==> src/hw/rtl/pclg_pkg.sv <==
`timescale 1ns / 1ps

package pclg_pkg;

    localparam int MAX_LOOP_SLOTS = 8;
    localparam int PITCH_BITS     = 16;
    localparam int LOOP_IDX_W     = $clog2(MAX_LOOP_SLOTS);
    localparam int NUM_W          = 32;   // widest dividend: 32768 * (2 * pitch)
    localparam int DEN_W          = PITCH_BITS + 1;
    localparam int CNT_W          = $clog2(NUM_W + 1);

    localparam logic [15:0] UNITY      = 16'h8000;
    localparam logic [15:0] RATIO_MAX  = 16'hFFFF;
    localparam logic [3:0]  SLOT_START = 4'd0;
    localparam logic [3:0]  SLOT_STOP  = 4'(MAX_LOOP_SLOTS + 1);

    // register indexes of the config channel
    localparam logic [2:0] CFG_LOOP_COUNT  = 3'd0;
    localparam logic [2:0] CFG_PITCH_LOW   = 3'd1;
    localparam logic [2:0] CFG_PITCH_HIGH  = 3'd2;
    localparam logic [2:0] CFG_START_PITCH = 3'd3;
    localparam logic [2:0] CFG_STOP_PITCH  = 3'd4;
    localparam logic [2:0] CFG_PRESENCE    = 3'd5;

    localparam logic FUNC_PITCH = 1'b0;
    localparam logic FUNC_GAIN  = 1'b1;

    typedef enum logic [3:0] {
        ST_IDLE,
        ST_SEARCH,
        ST_PLAN,
        ST_FWAIT,
        ST_CHK,
        ST_RWAIT,
        ST_STORE,
        ST_MUL,
        ST_OUT
    } t_state;

    typedef struct packed {
        logic load;
        logic search;
        logic fade_const;
        logic fade_start;
        logic fade_take;
        logic ratio_start;
        logic ratio_take;
        logic store;
        logic mul;
        logic next;
    } t_cmd;

    typedef struct packed {
        logic func;
        logic any;
        logic more;
        logic fade_div;
        logic want_ratio;
        logic div_done;
        logic out_taken;
    } t_sts;

    // sample pitch of loop slot idx; slots past the table read zero
    function automatic logic [PITCH_BITS-1:0] pitch_of(input logic [63:0] lo_word,
                                                      input logic [63:0] hi_word,
                                                      input logic [3:0]  idx);
        logic [63:0] w;
        logic [PITCH_BITS-1:0] p;
        w = idx[2] ? hi_word : lo_word;
        case (idx[1:0])
            2'd0:    p = w[15:0];
            2'd1:    p = w[31:16];
            2'd2:    p = w[47:32];
            default: p = w[63:48];
        endcase
        return idx[3] ? '0 : p;
    endfunction

endpackage

==> src/hw/rtl/pclg_div.sv <==
`timescale 1ns / 1ps

module pclg_div import pclg_pkg::*; (
    input  logic             i_clk,
    input  logic             i_rst_n,
    input  logic             i_start,
    input  logic [NUM_W-1:0] i_num,
    input  logic [DEN_W-1:0] i_den,
    output logic [NUM_W-1:0] o_quo,
    output logic             o_done
);

    logic [DEN_W-1:0] r_rem;
    logic [NUM_W-1:0] r_quo;
    logic [DEN_W-1:0] r_den;
    logic [CNT_W-1:0] r_cnt;
    logic             r_busy;
    logic             r_done;

    logic [DEN_W:0]   rem_sh;
    logic [DEN_W:0]   diff;
    logic             ge;
    logic [DEN_W-1:0] rem_n;

    // restoring division, one quotient bit per cycle
    always_comb begin
        rem_sh = {r_rem, r_quo[NUM_W-1]};
        diff   = rem_sh - {1'b0, r_den};
        ge     = (rem_sh >= {1'b0, r_den});
        rem_n  = ge ? diff[DEN_W-1:0] : rem_sh[DEN_W-1:0];
    end

    always_ff @(posedge i_clk) begin
        if (!i_rst_n) begin
            r_busy <= 1'b0;
            r_done <= 1'b0;
            r_cnt  <= '0;
        end else if (i_start) begin
            r_busy <= 1'b1;
            r_done <= 1'b0;
            r_cnt  <= CNT_W'(NUM_W);
        end else if (r_busy) begin
            r_cnt <= r_cnt - 1'b1;
            if (r_cnt == CNT_W'(1)) begin
                r_busy <= 1'b0;
                r_done <= 1'b1;
            end
        end else begin
            r_done <= 1'b0;
        end
    end

    always_ff @(posedge i_clk) begin
        if (i_start) begin
            r_rem <= '0;
            r_quo <= i_num;
            r_den <= i_den;
        end else if (r_busy) begin
            r_rem <= rem_n;
            r_quo <= {r_quo[NUM_W-2:0], ge};
        end
    end

    assign o_quo  = r_quo;
    assign o_done = r_done;

endmodule

==> src/hw/rtl/pclg_dp.sv <==
`timescale 1ns / 1ps

module pclg_dp import pclg_pkg::*; (
    input  logic        i_clk,
    input  logic        i_rst_n,
    input  t_cmd        i_cmd,
    output t_sts        o_sts,
    input  logic        i_func,
    input  logic [15:0] i_value,
    input  logic        i_cfg_valid,
    input  logic [2:0]  i_cfg_index,
    input  logic [63:0] i_cfg_data,
    input  logic        i_ready,
    output logic        o_valid,
    output logic [3:0]  o_slot,
    output logic [15:0] o_gain,
    output logic [15:0] o_ratio,
    output logic        o_retune,
    output logic        o_last
);

    typedef struct packed {
        logic                  fdiv;
        logic [15:0]           fconst;
        logic [NUM_W-1:0]      num;
        logic [DEN_W-1:0]      den;
        logic                  rt_cand;
        logic                  rt_nz;
        logic [PITCH_BITS-1:0] rden;
    } t_plan;

    // fade below a sample pitch
    function automatic t_plan low_plan(input logic [15:0] s, input logic [15:0] v);
        t_plan       p;
        logic [19:0] v3, v5, v15, s3, x;
        v3  = 20'(v) * 20'd3;
        v5  = 20'(v) * 20'd5;
        v15 = 20'(v) * 20'd15;
        s3  = 20'(s) * 20'd3;
        x   = v15 - s3;
        p = '0;
        p.rden = s;
        if (s == '0) begin
            p.fconst = UNITY;
        end else if (v3 > 20'(s)) begin
            p.fconst  = UNITY;
            p.rt_cand = 1'b1;
        end else if (v5 < 20'(s)) begin
            p.fconst = '0;
        end else begin
            p.fdiv    = 1'b1;
            p.num     = {x[16:0], 15'd0};
            p.den     = {s, 1'b0};
            p.rt_cand = 1'b1;
            p.rt_nz   = 1'b1;
        end
        return p;
    endfunction

    // config registers
    logic [3:0]  r_loop_count;
    logic [63:0] r_pw_low, r_pw_high;
    logic [15:0] r_start_pitch, r_stop_pitch;
    logic [1:0]  r_presence;

    // item and per-slot state
    logic        r_func;
    logic [15:0] r_v;
    logic [3:0]  r_up;
    logic [3:0]  r_slot;
    logic [15:0] r_fade;
    logic [15:0] r_ratio;
    logic        r_rt;
    logic [15:0] r_master;
    logic [15:0] r_loop_fade [MAX_LOOP_SLOTS];
    logic [15:0] r_start_fade, r_stop_fade;

    logic        r_valid;
    logic [3:0]  r_o_slot;
    logic [15:0] r_o_gain, r_o_ratio;
    logic        r_o_rt, r_o_last;

    logic [3:0]  cnt;
    logic        has_start, has_stop;
    logic [3:0]  first_slot, next_slot;
    logic        any, more;
    logic [3:0]  up_c;
    logic [3:0]  li, lo;
    logic [15:0] pi, pl, pu, pt, span;
    t_plan       plan;
    logic        want_ratio;
    logic [NUM_W-1:0] div_num;
    logic [DEN_W-1:0] div_den;
    logic [NUM_W-1:0] quo;
    logic        div_done;
    logic [15:0] fade_sel;
    logic [31:0] prod;

    assign cnt       = (r_loop_count > 4'(MAX_LOOP_SLOTS)) ? 4'(MAX_LOOP_SLOTS) : r_loop_count;
    assign has_start = r_presence[0];
    assign has_stop  = r_presence[1];

    // slot order: start, loops, stop
    always_comb begin
        any        = has_start || (cnt != '0) || has_stop;
        first_slot = has_start ? SLOT_START : ((cnt != '0) ? 4'd1 : SLOT_STOP);
        more       = 1'b0;
        next_slot  = SLOT_STOP;
        if (r_slot == SLOT_START) begin
            more      = (cnt != '0) || has_stop;
            next_slot = (cnt != '0) ? 4'd1 : SLOT_STOP;
        end else if (r_slot != SLOT_STOP) begin
            more      = (r_slot < cnt) || has_stop;
            next_slot = (r_slot < cnt) ? r_slot + 4'd1 : SLOT_STOP;
        end
    end

    // first slot pitched above the target
    always_comb begin
        up_c = cnt;
        for (int j = MAX_LOOP_SLOTS - 1; j >= 0; j--) begin
            if ((4'(j) < cnt) && (pitch_of(r_pw_low, r_pw_high, 4'(j)) > r_v)) begin
                up_c = 4'(j);
            end
        end
    end

    always_comb begin
        li   = r_slot - 4'd1;
        lo   = r_up - 4'd1;
        pi   = pitch_of(r_pw_low, r_pw_high, li);
        pl   = pitch_of(r_pw_low, r_pw_high, lo);
        pu   = pitch_of(r_pw_low, r_pw_high, r_up);
        pt   = pitch_of(r_pw_low, r_pw_high, cnt - 4'd1);
        span = pu - pl;
        plan = '0;
        plan.fconst = (pi != '0) ? 16'd0 : UNITY;
        plan.rden   = pi;
        if (r_slot == SLOT_START) begin
            plan = low_plan(r_start_pitch, r_v);
        end else if (r_slot == SLOT_STOP) begin
            plan = low_plan(r_stop_pitch, r_v);
        end else if (r_up == '0) begin
            if (li == '0) plan = low_plan(pi, r_v);
        end else if (r_up == cnt) begin
            if (li == cnt - 4'd1) begin
                plan.fconst  = UNITY;
                plan.rt_cand = (pt != '0);
            end
        end else if (li == lo) begin
            plan.fconst = UNITY;
            if (pl != '0) begin
                plan.fdiv    = 1'b1;
                plan.num     = NUM_W'({pu - r_v, 15'd0});
                plan.den     = {1'b0, span};
                plan.rt_cand = 1'b1;
            end
        end else if (li == r_up) begin
            plan.fconst = UNITY;
            if (pu != '0) begin
                plan.fdiv    = 1'b1;
                plan.num     = NUM_W'({r_v - pl, 15'd0});
                plan.den     = {1'b0, span};
                plan.rt_cand = 1'b1;
            end
        end
        want_ratio = plan.rt_cand && (!plan.rt_nz || (r_fade != '0));
    end

    assign div_num = i_cmd.ratio_start ? NUM_W'({r_v, 12'd0}) : plan.num;
    assign div_den = i_cmd.ratio_start ? {1'b0, plan.rden} : plan.den;

    pclg_div u_div (
        .i_clk   (i_clk),
        .i_rst_n (i_rst_n),
        .i_start (i_cmd.fade_start || i_cmd.ratio_start),
        .i_num   (div_num),
        .i_den   (div_den),
        .o_quo   (quo),
        .o_done  (div_done)
    );

    always_comb begin
        if (r_slot == SLOT_START)     fade_sel = r_start_fade;
        else if (r_slot == SLOT_STOP) fade_sel = r_stop_fade;
        else                          fade_sel = r_loop_fade[li[LOOP_IDX_W-1:0]];
        prod = 32'(r_master) * 32'(fade_sel);
    end

    always_ff @(posedge i_clk) begin
        if (!i_rst_n) begin
            r_loop_count  <= '0;
            r_pw_low      <= '0;
            r_pw_high     <= '0;
            r_start_pitch <= '0;
            r_stop_pitch  <= '0;
            r_presence    <= '0;
        end else if (i_cfg_valid) begin
            case (i_cfg_index)
                CFG_LOOP_COUNT:  r_loop_count  <= i_cfg_data[3:0];
                CFG_PITCH_LOW:   r_pw_low      <= i_cfg_data;
                CFG_PITCH_HIGH:  r_pw_high     <= i_cfg_data;
                CFG_START_PITCH: r_start_pitch <= i_cfg_data[15:0];
                CFG_STOP_PITCH:  r_stop_pitch  <= i_cfg_data[15:0];
                CFG_PRESENCE:    r_presence    <= i_cfg_data[1:0];
                default: ;
            endcase
        end
    end

    always_ff @(posedge i_clk) begin
        if (!i_rst_n) begin
            r_master     <= UNITY;
            r_start_fade <= '0;
            r_stop_fade  <= '0;
            for (int k = 0; k < MAX_LOOP_SLOTS; k++) r_loop_fade[k] <= '0;
            r_valid      <= 1'b0;
        end else begin
            if (i_cmd.search && (r_func == FUNC_GAIN)) begin
                r_master <= (r_v > UNITY) ? UNITY : r_v;
            end
            if (i_cmd.store) begin
                if (r_slot == SLOT_START)     r_start_fade <= r_fade;
                else if (r_slot == SLOT_STOP) r_stop_fade  <= r_fade;
                else                          r_loop_fade[li[LOOP_IDX_W-1:0]] <= r_fade;
            end
            if (i_cmd.mul)               r_valid <= 1'b1;
            else if (r_valid && i_ready) r_valid <= 1'b0;
        end
    end

    always_ff @(posedge i_clk) begin
        if (i_cmd.load) begin
            r_func  <= i_func;
            r_v     <= i_value;
            r_rt    <= 1'b0;
            r_ratio <= '0;
        end
        if (i_cmd.search) begin
            r_up   <= up_c;
            r_slot <= first_slot;
        end
        if (i_cmd.next) r_slot <= next_slot;
        if (i_cmd.fade_const || i_cmd.fade_take) begin
            r_fade  <= i_cmd.fade_take ? quo[15:0] : plan.fconst;
            r_rt    <= 1'b0;
            r_ratio <= '0;
        end
        if (i_cmd.ratio_take) begin
            r_rt    <= 1'b1;
            r_ratio <= (quo > NUM_W'(RATIO_MAX)) ? RATIO_MAX : quo[15:0];
        end
        if (i_cmd.mul) begin
            r_o_slot  <= r_slot;
            r_o_gain  <= prod[30:15];
            r_o_ratio <= r_ratio;
            r_o_rt    <= r_rt;
            r_o_last  <= !more;
        end
    end

    always_comb begin
        o_sts.func       = r_func;
        o_sts.any        = any;
        o_sts.more       = more;
        o_sts.fade_div   = plan.fdiv;
        o_sts.want_ratio = want_ratio;
        o_sts.div_done   = div_done;
        o_sts.out_taken  = r_valid && i_ready;
    end

    assign o_valid  = r_valid;
    assign o_slot   = r_o_slot;
    assign o_gain   = r_o_gain;
    assign o_ratio  = r_o_ratio;
    assign o_retune = r_o_rt;
    assign o_last   = r_o_last;

endmodule

==> src/hw/rtl/pclg_ctrl.sv <==
`timescale 1ns / 1ps

module pclg_ctrl import pclg_pkg::*; (
    input  logic i_clk,
    input  logic i_rst_n,
    input  logic i_in_valid,
    output logic o_in_ready,
    input  t_sts i_sts,
    output t_cmd o_cmd
);

    t_state r_state, n_state;

    always_ff @(posedge i_clk) begin
        if (!i_rst_n) r_state <= ST_IDLE;
        else          r_state <= n_state;
    end

    always_comb begin
        n_state = r_state;
        case (r_state)
            ST_IDLE:   if (i_in_valid) n_state = ST_SEARCH;
            ST_SEARCH: begin
                if (!i_sts.any)                 n_state = ST_IDLE;
                else if (i_sts.func == FUNC_GAIN) n_state = ST_MUL;
                else                            n_state = ST_PLAN;
            end
            ST_PLAN:   n_state = i_sts.fade_div ? ST_FWAIT : ST_CHK;
            ST_FWAIT:  if (i_sts.div_done) n_state = ST_CHK;
            ST_CHK:    n_state = i_sts.want_ratio ? ST_RWAIT : ST_STORE;
            ST_RWAIT:  if (i_sts.div_done) n_state = ST_STORE;
            ST_STORE:  n_state = ST_MUL;
            ST_MUL:    n_state = ST_OUT;
            ST_OUT: begin
                if (i_sts.out_taken) begin
                    if (!i_sts.more)                  n_state = ST_IDLE;
                    else if (i_sts.func == FUNC_GAIN) n_state = ST_MUL;
                    else                              n_state = ST_PLAN;
                end
            end
            default:   n_state = ST_IDLE;
        endcase
    end

    always_comb begin
        o_cmd      = '0;
        o_in_ready = 1'b0;
        case (r_state)
            ST_IDLE: begin
                o_in_ready = 1'b1;
                o_cmd.load = i_in_valid;
            end
            ST_SEARCH: o_cmd.search = 1'b1;
            ST_PLAN: begin
                o_cmd.fade_start = i_sts.fade_div;
                o_cmd.fade_const = !i_sts.fade_div;
            end
            ST_FWAIT:  o_cmd.fade_take = i_sts.div_done;
            ST_CHK:    o_cmd.ratio_start = i_sts.want_ratio;
            ST_RWAIT:  o_cmd.ratio_take = i_sts.div_done;
            ST_STORE:  o_cmd.store = 1'b1;
            ST_MUL:    o_cmd.mul = 1'b1;
            ST_OUT:    o_cmd.next = i_sts.out_taken && i_sts.more;
            default: ;
        endcase
    end

endmodule

==> src/hw/rtl/pitch_layer_crossfade_gains.sv <==
`timescale 1ns / 1ps
// set-gain items run a search, then a multiply and an output per present slot; set-pitch
//   items add per slot a plan, optional fade division, ratio check, optional ratio division,
//   store, multiply and output; one item at a time, and the single shared bit-serial
//   divider (32 quotient bits, one per cycle) serves both the fade and the ratio division
// reset: synchronous active low; config clears to zero, fades to zero, master gain to unity

module pitch_layer_crossfade_gains import pclg_pkg::*; (
    input  logic        i_clk,
    input  logic        i_rst_n,
    // input items
    input  logic        s_tvalid,
    output logic        s_tready,
    input  logic [15:0] s_tdata,   // [15:0] value
    input  logic        s_tuser,   // [0] func
    // result items
    output logic        m_tvalid,
    input  logic        m_tready,
    output logic [39:0] m_tdata,   // [3:0] slot, [19:4] slot_gain, [35:20] pitch_ratio, pad
    output logic        m_tuser,   // [0] retune
    output logic        m_tlast,
    // register writes
    input  logic        cfg_valid,
    output logic        cfg_ready,
    input  logic [2:0]  cfg_index,
    input  logic [63:0] cfg_data
);

    t_cmd        cmd;
    t_sts        sts;
    logic [3:0]  slot;
    logic [15:0] gain;
    logic [15:0] ratio;

    // config writes are always taken; the sender must write them only while idle, the block itself does not enforce it
    assign cfg_ready = 1'b1;

    // sequencer: search, per-slot fade and ratio, output transfer
    pclg_ctrl u_ctrl (
        .i_clk      (i_clk),
        .i_rst_n    (i_rst_n),
        .i_in_valid (s_tvalid),
        .o_in_ready (s_tready),
        .i_sts      (sts),
        .o_cmd      (cmd)
    );

    // registers, table search, shared divider and gain multiplier
    pclg_dp u_dp (
        .i_clk       (i_clk),
        .i_rst_n     (i_rst_n),
        .i_cmd       (cmd),
        .o_sts       (sts),
        .i_func      (s_tuser),
        .i_value     (s_tdata),
        .i_cfg_valid (cfg_valid),
        .i_cfg_index (cfg_index),
        .i_cfg_data  (cfg_data),
        .i_ready     (m_tready),
        .o_valid     (m_tvalid),
        .o_slot      (slot),
        .o_gain      (gain),
        .o_ratio     (ratio),
        .o_retune    (m_tuser),
        .o_last      (m_tlast)
    );

    // pack result fields, low field first
    assign m_tdata = {4'd0, ratio, gain, slot};

`ifndef ASSERT_OFF
    // no new item is taken while a result is still pending
    a_no_accept_while_out: assert property (@(posedge i_clk) disable iff (!i_rst_n)
        m_tvalid |-> !s_tready) else $error("input ready while result pending");

    // slot codes stay within start, loops and stop
    a_slot_range: assert property (@(posedge i_clk) disable iff (!i_rst_n)
        m_tvalid |-> (m_tdata[3:0] <= SLOT_STOP)) else $error("slot out of range");

    // gain never exceeds unity
    a_gain_range: assert property (@(posedge i_clk) disable iff (!i_rst_n)
        m_tvalid |-> (m_tdata[19:4] <= UNITY)) else $error("gain above unity");

    // ratio is zero unless the slot is retuned
    a_ratio_zero: assert property (@(posedge i_clk) disable iff (!i_rst_n)
        (m_tvalid && !m_tuser) |-> (m_tdata[35:20] == 16'd0))
        else $error("ratio without retune");
`endif

endmodule

==> config.mk <==
export PLATFORM = sky130hd
export DESIGN_NAME = pitch_layer_crossfade_gains
export DESIGN_NICKNAME = d
export VERILOG_FILES = /design/src/hw/rtl/pclg_pkg.sv /design/src/hw/rtl/pclg_div.sv /design/src/hw/rtl/pclg_dp.sv /design/src/hw/rtl/pclg_ctrl.sv /design/src/hw/rtl/pitch_layer_crossfade_gains.sv
export SDC_FILE = /design/constraint.sdc
export NUM_CORES = 2
export LEC_CHECK = 0
export ABC_AREA = 1
export CAP_MARGIN = 20
export CORE_AREA = 3 3 300 302
export CTS_BUF_LIST = sky130_fd_sc_hd__clkbuf_4
export DETAILED_ROUTE_END_ITERATION = 10
export DIE_AREA = 0 0 303 305
export DONT_BUFFER_PORTS = 1
export MAX_ROUTING_LAYER = met4
export PLACE_DENSITY = 0.71
export SETUP_SLACK_MARGIN = 0.1
export SLEW_MARGIN = 20
export SYNTH_ARGS = -nofsm -noshare
export SYNTH_HDL_FRONTEND = slang
export SYNTH_SLANG_ARGS = --single-unit
==> constraint.sdc <==
create_clock -name i_clk -period 19 [get_ports i_clk]
set_clock_uncertainty 0.15 [all_clocks]
set_input_delay 0 -clock i_clk [delete_from_list [all_inputs] [get_ports i_clk]]
set_output_delay 0 -clock i_clk [all_outputs]
set_load 0.1 [all_outputs]
==> results.tsv <==
metric	value	unit
finalSetupViolCount	0	
worstSetupPathType	reg -> reg	
final_cell_mix	nand2_1 (1139), inv_1 (816), nor2_1 (616), a21oi_1 (573), ha_1 (545)	
end_kind	flop	
fmax	105	MHz
switching_share	0.558	
core.rowCount	109	
grt_max_degree	202	
regArea	0.0131	mm^2
yosys_register_bits	517	
antenna_left	0	
combPwrFrac	0.762	
finalNetCount	7376	
async_flop_share	0	
nFillCells	7960	
cts.repair.resized	0	
place_congestion	1.10	
crit_top_cell	nand2_1	
place_inst	7185	
powerDensity	195	mW/mm^2
r2r_cells	38	
critPathMaxFanout	59	
final.setup.tns	0	ns
slew_violations	0	
rsz0062_at_grt	false	
max_slew_margin	0.230	
synth_cell_types	66	
die_area	0.0924	mm^2
vdd_drop_max	0.000258	V
wl	192000	um
synth_ff_type	edfxtp_1	
worst_pin_slew	1.16	ns
finish.utilization	0.613	
fin_crit_sh	0.500	
htreeDepth	4	
crit_arrival	10.22	ns
synth_fa_ha_area_frac	0.255	
p_total	10.5	mW
syn_area	0.0479	mm^2
core_region_area	0.0880	mm^2
ios	134	
leakagePower	24.7	nW
synth_compound_gate_area_share	0.158	
yosys.area_share.simple	0.199	
cts_tree	built	
via_per_inst	6.12	
netlist_instances	6179	
drive_gt1_frac	0.0590	
ys_warn_count	0	
worst_skew_pair.late_latency	1.13	ns
clk_pin_slew_worst_paths	0.07	ns
layout_commonest_cell	nand2_1	
slowest_stage	edfxtp_1	
status	finished, final reports clean	
vias	47500	
grt_overflow	0	
track_usage	0.423	
synth_top_family_by_area	adder cells	
startpoint_type	flop	
hold_violations	0	
start_util	0.544	
whs_path_depth	5	
area_growth_syn_to_layout	12.6	%
dr.pass1.iters	8	
hp-class	in -> reg	
cp_data_required_time	19.71	ns
numPortBuffers	0	
cpPeakStageDelay	0.63	ns
first_global_vias	45500	
die_w	303	um
syn_avg_cell_area	7.75	um^2
clockBufferDepth	3	
drc	0	
final_cells	7760	
p_seq_frac	0.136	
internal-power	4.65	mW
synth_xor_area_frac	0.0253	
min_period	9.51	ns
cts-root-buf	clkbuf_4	
muxShareOfSynthArea	0.000209	
hpwl	140000	um
die_height	305	um
cts.sinks	517	
cts_made_buffers	146	
grt_first_pass_wirelength	283000	um
whs	0.0736	ns
drtIter0Drc	5591	
multi_input_area	0.0306	mm^2
switching_power	5.88	mW
post_drt_wl_per_cell	24.8	um
drv_cap	0	
antenna_found_initial	12	
clkPwrFrac	0.103	
yosysSeqAreaShare	0.273	
synth_edf_count	272	
==> routing by layer <==
layer | global-route usage | vias up | share of wire
li1 | - | 21400 | -
met1 | 0.530 | 22500 | 0.39
met2 | 0.617 | 2898 | 0.43
met3 | 0.0947 | 756 | 0.11
met4 | 0.266 | 0 | 0.075
met5 | - | - | 0
==> cells in the mapped netlist (23+ instances only) <==
cell type | number | share of area
o22ai_1 | 25 | 0.0033
xor2_1 | 79 | 0.014
inv_1 | 820 | 0.064
nand4_1 | 86 | 0.011
dfxtp_1 | 245 | 0.10
nor4_1 | 42 | 0.0055
fa_1 | 270 | 0.11
nor2_1 | 619 | 0.049
buf_2 | 31 | 0.0032
o21ai_0 | 452 | 0.047
o221ai_1 | 23 | 0.0042
ha_1 | 545 | 0.14
xnor2_1 | 56 | 0.010
clkbuf_1 | 155 | 0.012
edfxtp_1 | 272 | 0.17
nor3_1 | 51 | 0.0053
o211ai_1 | 49 | 0.0077
a21oi_1 | 573 | 0.060
nand3_1 | 275 | 0.029
nand2_1 | 1140 | 0.089
a31oi_1 | 28 | 0.0037
a211oi_1 | 32 | 0.0050
clkinv_1 | 25 | 0.0020
a221oi_1 | 23 | 0.0042
==> final timing paths <==
check,from,end,slack [ns]
max,u_dp.r_slot[0]$_DFFE_PP_,u_dp.o_gain[15]$_DFFE_PP_,9.49
min,cfg_index[0],u_dp.r_start_pitch[8]$_SDFFE_PN0P_,0.07
max reg2reg,u_dp.r_slot[0]$_DFFE_PP_,u_dp.o_gain[15]$_DFFE_PP_,9.49
min reg2reg,u_dp.r_ratio[14]$_SDFFCE_PN0P_,u_dp.o_ratio[14]$_DFFE_PP_,0.27
==> power groups by stage <==
stage               clock network, mW  logic (mW)  registers (mW)
finish                           1.08        8.02            1.43
floorplan                           0        5.67            1.38
global placement                    0        7.60            1.44
global route                     1.14        8.91            1.43
CTS                              1.09        7.79            1.42
detailed placement                  0        7.68            1.45
==> state kept, by name (all words and copies together) (netlist names), 17 cells and up <==
| name | count |
|---|---|
| u_dp.r_pw_low | 64 |
| u_dp.u_div.r_rem | 17 |
| u_dp.r_pw_high | 64 |
| u_dp.r_loop_fade | 128 |
| u_dp.u_div.r_den | 17 |
| u_dp.u_div.o_quo | 32 |
==> through the flow <==
step	setup WS (ns)	instance area, um^2
final	9.49	53900
after global routing	8.95	53900
after CTS	9.65	53800
after detailed placement	9.69	48900
after global placement	9.92	48900
after floorplan	11.33	47900
==> critical path, delay by kind of cell (launching register included) <==
family,cells,cell delay [ns]
buf+inv,11,2.22
simple gates,14,1.61
flops,1,0.63
compound gates,5,1.04
fa+ha+maj,8,3.57
==> logic make-up after synthesis <==
kind of cell,Yosys count
compound gates,1345
xor+xnor,136
fa+ha+maj,815
buf+inv,1088
flops,517
mux,1
other cells,2
simple gates,2275
==> final cells by class <==
type | instances | area share
repair buffers | 373 | 0.0676
inverters | 857 | 0.0598
multi-input cells | 4577 | 0.568
diodes | 17 | 0.000789
clock inverters | 40 | 0.00467
clock buffers | 214 | 0.0298
well taps | 1165 | 0.0270
flip-flops and latches | 517 | 0.243
==> timing repair <==
action | in CTS | in global routing
hold endpoints to repair | 414 | 0
buffers inserted | 0 | 0
hold buffers | 301 | 0
(Power assumes the default switching activity.)
